File: src/hw/rtl/sva_pkg.sv
// sva_pkg: types, widths and constant tables shared by the signed vector angle block
// depends on nothing; imported by sva_isqrt, sva_cordic, signed_vector_angle and its testbench
`default_nettype none

package sva_pkg;

  // field widths
  localparam int CW = 16;           // vector component bits
  localparam int AW = 16;           // angle bits
  localparam int STEPS = 18;        // cordic iterations
  localparam int FRAC = 59;         // radian accumulator fraction bits
  localparam int SQRT_STEPS = 32;   // root bits of a 64-bit radicand
  localparam int NW = 42;           // normalized sine / cosine, signed
  localparam int NMW = 41;          // normalized magnitude, unsigned
  localparam int XW = 45;           // cordic x / y, signed
  localparam int QW = AW + 1;       // quotient bits before rounding

  typedef struct packed {
    logic                 func;
    logic signed [CW-1:0] ax;
    logic signed [CW-1:0] ay;
    logic signed [CW-1:0] az;
    logic signed [CW-1:0] bx;
    logic signed [CW-1:0] by;
    logic signed [CW-1:0] bz;
    logic signed [CW-1:0] vx;
    logic signed [CW-1:0] vy;
    logic signed [CW-1:0] vz;
  } sva_in_t;

  typedef struct packed {
    logic [AW-1:0] angle;
    logic          status;
  } sva_out_t;

  // sideband that rides along the square root pipeline
  typedef struct packed {
    logic               func;
    logic               degen;
    logic               neg;
    logic signed [32:0] cz;
    logic signed [33:0] dot;
  } sva_side_t;

  // flags that ride along the cordic pipeline
  typedef struct packed {
    logic degen;
    logic zero;
  } sva_flags_t;

  // restoring division, used only to build constants
  function automatic logic [63:0] udiv(input logic [63:0] num, input logic [63:0] den);
    logic [64:0] r;
    logic [63:0] q;
    r = '0;
    q = '0;
    for (int b = 63; b >= 0; b--) begin
      r = {r[63:0], num[b]};
      if (r >= {1'b0, den}) begin
        r = r - {1'b0, den};
        q[b] = 1'b1;
      end
    end
    return q;
  endfunction

  // atan(1/n) in Q59 by its series with truncated terms
  function automatic logic signed [63:0] atan_recip(input logic [63:0] n);
    logic [63:0] p;
    logic [63:0] t;
    logic [63:0] k;
    logic [63:0] n2;
    logic signed [63:0] sum;
    logic neg;
    p = udiv(64'd1 << FRAC, n);
    sum = '0;
    k = 64'd1;
    n2 = n * n;
    neg = 1'b0;
    for (int it = 0; it < 64; it++) begin
      if (p != 64'd0) begin
        t = udiv(p, k);
        sum = neg ? sum - $signed(t) : sum + $signed(t);
        neg = !neg;
        p = udiv(p, n2);
        k = k + 64'd2;
      end
    end
    return sum;
  endfunction

  function automatic logic signed [63:0] pi4_q();
    return (atan_recip(64'd5) <<< 2) - atan_recip(64'd239);
  endfunction

  // atan(2^-i) in Q59
  function automatic logic signed [63:0] atan_pow2(input int i);
    logic signed [63:0] sum;
    logic [63:0] t;
    logic neg;
    sum = '0;
    neg = 1'b0;
    if (i == 0) begin
      sum = pi4_q();
    end else begin
      for (int k = 1; k * i <= FRAC; k += 2) begin
        t = udiv(64'd1 << (FRAC - k * i), 64'(k));
        sum = neg ? sum - $signed(t) : sum + $signed(t);
        neg = !neg;
      end
    end
    return sum;
  endfunction

  localparam logic signed [63:0] PI_Q = pi4_q() <<< 2;
  localparam logic signed [63:0] TWO_PI_Q = pi4_q() <<< 3;

endpackage

`default_nettype wire

File: src/hw/rtl/sva_isqrt.sv
// sva_isqrt: pipelined floor square root of a 64-bit radicand, one root bit per stage
// depends on sva_pkg for widths and the sideband struct
`default_nettype none

module sva_isqrt import sva_pkg::*; (
  input  logic        clk,
  input  logic        rst,
  input  logic        src_valid,
  input  sva_side_t   src,
  input  logic [63:0] radicand,
  output logic        dst_valid,
  output sva_side_t   dst,
  output logic [31:0] root
);

  logic        vld [0:SQRT_STEPS];
  sva_side_t   sd  [0:SQRT_STEPS];
  logic [63:0] rem [0:SQRT_STEPS];
  logic [63:0] res [0:SQRT_STEPS];

  // stage zero is the input
  assign vld[0] = src_valid;
  assign sd[0]  = src;
  assign rem[0] = radicand;
  assign res[0] = '0;

  for (genvar g = 0; g < SQRT_STEPS; g++) begin : g_step
    localparam logic [63:0] BIT = 64'd1 << (62 - 2 * g);
    logic [63:0] trial;
    logic [63:0] rem_next;
    logic [63:0] res_next;

    // one compare and subtract per stage
    always_comb begin
      trial = res[g] + BIT;
      if (rem[g] >= trial) begin
        rem_next = rem[g] - trial;
        res_next = (res[g] >> 1) + BIT;
      end else begin
        rem_next = rem[g];
        res_next = res[g] >> 1;
      end
    end

    always_ff @(posedge clk) begin
      if (rst) begin
        vld[g+1] <= 1'b0;
      end else begin
        vld[g+1] <= vld[g];
      end
    end

    always_ff @(posedge clk) begin
      sd[g+1]  <= sd[g];
      rem[g+1] <= rem_next;
      res[g+1] <= res_next;
    end
  end

  assign dst_valid = vld[SQRT_STEPS];
  assign dst       = sd[SQRT_STEPS];
  assign root      = res[SQRT_STEPS][31:0];

endmodule

`default_nettype wire

File: config.mk
export PLATFORM = sky130hd
export DESIGN_NAME = sva_isqrt
export DESIGN_NICKNAME = d
export VERILOG_FILES = /design/src/hw/rtl/sva_pkg.sv /design/src/hw/rtl/sva_isqrt.sv
export SDC_FILE = /design/constraint.sdc
export NUM_CORES = 2
export LEC_CHECK = 0
export ABC_AREA = 0
export BUFFER_PORTS_ARGS = -buffer_cell sky130_fd_sc_hd__buf_4
export CORE_UTILIZATION = 54
export CTS_CLUSTER_SIZE = 24
export DETAILED_ROUTE_END_ITERATION = 10
export GPL_ROUTABILITY_DRIVEN = 0
export PLACE_DENSITY = 0.7
export SLEW_MARGIN = 10
export SYNTH_ARGS = -nofsm -noshare
export SYNTH_HDL_FRONTEND = slang
export SYNTH_SLANG_ARGS = --single-unit
File: constraint.sdc
create_clock -name clk -period 4.9 [get_ports clk]
set_input_delay 0.245 -clock clk [delete_from_list [all_inputs] [get_ports clk]]
set_output_delay 0.245 -clock clk [all_outputs]
set_load 0.01 [all_outputs]
Word level (Yosys, flattened, before mapping)

Cells that the tools add are included.
Widths: inputs -> output; s select.

Memories: 0
Register bits after elaboration: 6,271
Memory bits (writable): 0
Memory bits (read-only): 0
Input port bits: 137
Latch bits: 0
Logic and storage cells: 473

$mul: 0
Multiplexer cells: 63
Div/mod/pow operators: 0
Bitwise operators: 0
Equal/unequal tests: 0
Shift operators: 0
Add/sub/neg operators: 93
$lt $le $gt $ge: 32
Reduce and logical (&&, ||, !) cells: 0

Operator list:

| operator               | number |
|---|---|
| $ge 64x64->1           | 31 |
| $mux 64                | 31 |
| $mux 63                | 31 |
| $sub 64x64->64         | 30 |
| $add 63x11->64 const B | 1 |
| $add 63x13->64 const B | 1 |
| $add 63x15->64 const B | 1 |
| $add 63x17->64 const B | 1 |
| $add 63x19->64 const B | 1 |
| $add 63x21->64 const B | 1 |
| $add 63x23->64 const B | 1 |
| $add 63x25->64 const B | 1 |
| $add 63x27->64 const B | 1 |
| $add 63x29->64 const B | 1 |
| $add 63x3->64 const B  | 1 |
| $add 63x31->64 const B | 1 |
| $add 63x33->64 const B | 1 |
| $add 63x35->64 const B | 1 |
| $add 63x37->64 const B | 1 |
| $add 63x39->64 const B | 1 |
| $add 63x41->64 const B | 1 |
| $add 63x43->64 const B | 1 |
| $add 63x45->64 const B | 1 |
| $add 63x47->64 const B | 1 |
| other kinds (45)       | 45 |

Depth between registers and ports, before layout

Depth after elaboration: 3
Depth in mapped cells: 15
Depth with buffers taken out: 13

Least setup slack after synthesis

No wires, ideal clock.

Path kind: reg2reg
Start: register res[594] in the netlist's numbering
End: register rem[564] in the netlist's numbering
Library setup time: 72 ps
Clock period less this slack: 3,510 ps
Path buffers: 1
Cell stages (with the launch flop): 14
Setup slack: 1,390 ps
Data arrival time: 3,439 ps
Path through: dfxtp_1 > inv_1 > ha_1 > nor2b_1 > o31a_1 > o31ai_1 > o221ai_1 > a311o_1 > nand4_1 > or4b_1 > clkbuf_1 > or4_1 > nor3_1 > xor2_1

Longest elaborated chain between the ends: 3
Elaborated cells on any way between the ends: 4

Ends and longest elaborated chain:

| what                                                  | RTL line                         | text |
|---|---|---|
| start: declaration                                    | sva_isqrt.sv:19                  | `logic [63:0] res [0:SQRT_STEPS];` |
| start signal: indexed assignment                      | sva_isqrt.sv:56                  | `res[g+1] <= res_next;` |
| $add 64x17->64 *                                      | sva_isqrt.sv:35                  | `trial = res[g] + BIT;` |
| $sub 64x64->64 / $ge 64x64->1 (equally long branches) | sva_isqrt.sv:37, sva_isqrt.sv:36 |  |
| $mux 64 *                                             | sva_isqrt.sv:36                  | `if (rem[g] >= trial) begin` |
| via g_step[23].rem_next[52]                           | sva_isqrt.sv:30                  | `logic [63:0] rem_next;` |
| end signal: indexed assignment                        | sva_isqrt.sv:55                  | `rem[g+1] <= rem_next;` |
| end: declaration                                      | sva_isqrt.sv:18                  | `logic [63:0] rem [0:SQRT_STEPS];` |

The timed path passes the listed nets; every way through them passes the cells marked *.
A chain may end at the register's enable or synchronous reset.

Final worst setup path

Start: register res[226] in the netlist's numbering
End: register rem[187] in the netlist's numbering

Longest elaborated chain between the ends: 3
Elaborated cells on any way between the ends: 4

Ends and longest elaborated chain:

| what                                                  | RTL line |
|---|---|
| $add 64x5->64 *                                       | sva_isqrt.sv:35 |
| $sub 64x64->64 / $ge 64x64->1 (equally long branches) | sva_isqrt.sv:37, sva_isqrt.sv:36 |
| $mux 64 *                                             | sva_isqrt.sv:36 |
| via g_step[29].rem_next[59]                           | sva_isqrt.sv:30 |

Marked as above.

==> impl_metrics.toml <==
[timing]
finalCritPeriodShare = 0.910
drv_slew = 0
worst_slew_pin_slew_ns = 1.21
fin_ws_ns = 0.439
grt_setup_unrepaired = "no"
min_period_ns = 4.46
setup_violations = 0
fin_setup_tns_ns = 0
slew_headroom = 0.183
max_freq_mhz = 224
hold_viol = 0
skew_ns = 0.0764

[yosys]
synthCells = 11971
syn_avg_cell_area_sq_um = 11.8
yosysMostFrequentCell = "dfxtp_1"
synthFlopType = "dfxtp_1"
yosys_register_bits = 4784
synth_commonest_cells = "dfxtp_1, inv_1, nand2_1"
ys_seq_area_frac = 0.679
yosys-top-cells-area = "dfxtp_1, ha_1, xnor2_1, xor2_1, a21oi_1"
yosys.area.top_type_share = 0.679
ys_warn_count = 0
synth_cell_types = 85
synth_area_leader_cell = "dfxtp_1"
syn-num-nets = 12666
synth_edf_count = 0
async_flop_share = 0
syn_area_sq_um = 141000

[cts]
cts_buffer_depth = 4
cts-hold-fix-buffers = 272
cts_resized = 0
cts_setup_buffers = 0
cts_tree = "done"
path_clk_slew_ns = 0.07
cts_buffers = 429
cts_root_buffer = "clkbuf_16"
clkSinkCount = 4784
clk_latency_ns = 0.96
htree_levels = 5

[outcome]
status = "finished clean"

[power]
ir_drop_uv = 478
total_leakage_power_nw = 73.4
p_clk_frac = 0.357
power_density_nw_per_um2 = 609
swShare = 0.277
p_sw_mw = 27.8
total_power_mw = 101
p_int_mw = 72.7
combPwrFrac = 0.155
p_seq_frac = 0.488

[detailed_routing]
wirelength_mm = 294
drtIter0Drc = 6186
dr_total_vias = 86920
viasPerCell = 5.26
wl_per_cell_um = 17.8
drt-pass1-iter-count = 6
drc = 0
ant_nets = 0

[worst_setup_path]
end_kind = "flip-flop"
critical_path.startpoint_type = "flip-flop"
cp_max_fo = 28
cp.arrival_ns = 5.28
required_ns = 5.72
path_class = "flip-flop to flip-flop"

[place]
dpl_cell_area_sq_um = 146000
dpl_worst_slack_ns = 0.482
dp.final_hpwl_mm = 207
portBuffers = 239
place_inst = 15409

[global_route]
antenna_found_initial = 14
grt_pass1_wl_mm = 460
grt_remaining_overflow = 0
grt_max_degree = 62
grt_pass1_vias = 87431
grt_usage = 0.216

[die]
io_pins = 240
die_w_um = 513
dieArea_sq_um = 263000
initial_core_util = 0.543
core_sq_um = 260000
die_h_um = 513
rows = 187

[cells_and_area]
final_nets = 13405
final_cells = 16524
drive_above_1_share = 0.0881
final_area_sq_um = 165000
area_growth_syn_to_layout_pct = 16.9

[job]
cap_violations = 0

[min_path]
hold_class = "input pin to flip-flop"
[per-stage QoR]
| stage | hold WS (ns) | util |
|---|---|---|
| detailed placement | 0.312 | 0.564 |
| floorplan | 0.273 | - |
| CTS | 0.0906 | 0.635 |
| finish | 0.160 | 0.635 |
| global route | 0.167 | 0.635 |
| global placement | 0.310 | 0.564 |
[kinds of logic after synthesis]
| group | synth area share |
|---|---|
| AO/OA/AOI/OAI | 0.0797 |
| XOR/XNOR | 0.0542 |
| adder cells (fa/ha/maj) | 0.0495 |
| buffers and inverters | 0.0278 |
| flip-flops | 0.679 |
| multiplexers | 0.00557 |
| AND/OR/NAND/NOR | 0.104 |
[layer usage]
metal | vias up | wire length, um | global-route usage
met2 | 3095 | 148000 | 0.395
met5 | - | 12 | 0
li1 | 42223 | - | -
met4 | 2 | 18100 | 0.126
met3 | 986 | 15100 | 0.0347
met1 | 40614 | 113000 | 0.236
[state kept, by name, indices dropped and copies added (netlist names)]
signal,count
root,32
rem,1984
vld,31
sd,2170
dst_valid,1
dst,70
res,496
[placed cells by master (no fill, tap or decap), types with 47 or more instances in the layout]
| cell | n |
|---|---|
| ha_1 | 558 |
| nor4_1 | 339 |
| a21oi_1 | 597 |
| or3_1 | 99 |
| nor3_1 | 262 |
| nand2_1 | 668 |
| a21o_1 | 229 |
| clkbuf_1 | 67 |
| dfxtp_1 | 4784 |
| o21bai_1 | 48 |
| clkbuf_16 | 429 |
| xor2_1 | 431 |
| nand2b_1 | 103 |
| mux2_2 | 60 |
| o21ai_0 | 504 |
| or4_1 | 71 |
| nor2_1 | 608 |
| buf_4 | 290 |
| o31ai_1 | 50 |
| a211oi_1 | 52 |
| bufinv_16 | 73 |
| clkbuf_8 | 85 |
| dlygate4sd3_1 | 272 |
| nor2b_1 | 111 |
| diode_2 | 48 |
| inv_1 | 713 |
| nand3_1 | 170 |
| o21a_1 | 86 |
| clkinv_2 | 66 |
| nand4_1 | 156 |
| xnor2_1 | 443 |
| nor4b_1 | 47 |
[worst paths after layout]
check | from | endpoint | slack [ns] | cells after the start
min | radicand[62] | rem[2046] | 0.16 | 4
min reg2reg | sd[1451] | sd[1381] | 0.27 | 0
max | res[226] | rem[187] | 0.44 | 12
max reg2reg | res[226] | rem[187] | 0.44 | 12
[critical path: stages, from the launching register on]
cell,delay [ns]
dfxtp_1,0.36
inv_1,0.06
ha_1,0.43
nand4b_1,0.19
or4_1,0.69
nor4_1,0.82
nor4b_1,0.12
o31a_1,0.15
and2_1,0.19
and2_4,0.25
or4_4,0.63
nor4b_4,0.29
xor2_1,0.17
[power by group through the flow]
stage | Clock (mW) | Combinational, mW | Sequential (mW)
after global placement | 0 | 14.5 | 49.5
after global routing | 38.3 | 17.1 | 49.4
after floorplan | 0 | 11.7 | 47.7
final | 35.9 | 15.6 | 49.0
after CTS | 36.6 | 15.3 | 48.9
after detailed placement | 0 | 15.0 | 49.7
[area by class of cell]
class,instances,area (sq um)
inverter,714,2680
tap,3402,4260
antenna,48,120
clock inverter,214,3510
sequential,4784,95800
timing repair buffer,563,4920
fill,18951,94800
clock buffer,581,12200
multi-input combinational,6218,41500
(Power assumes the default switching activity.)
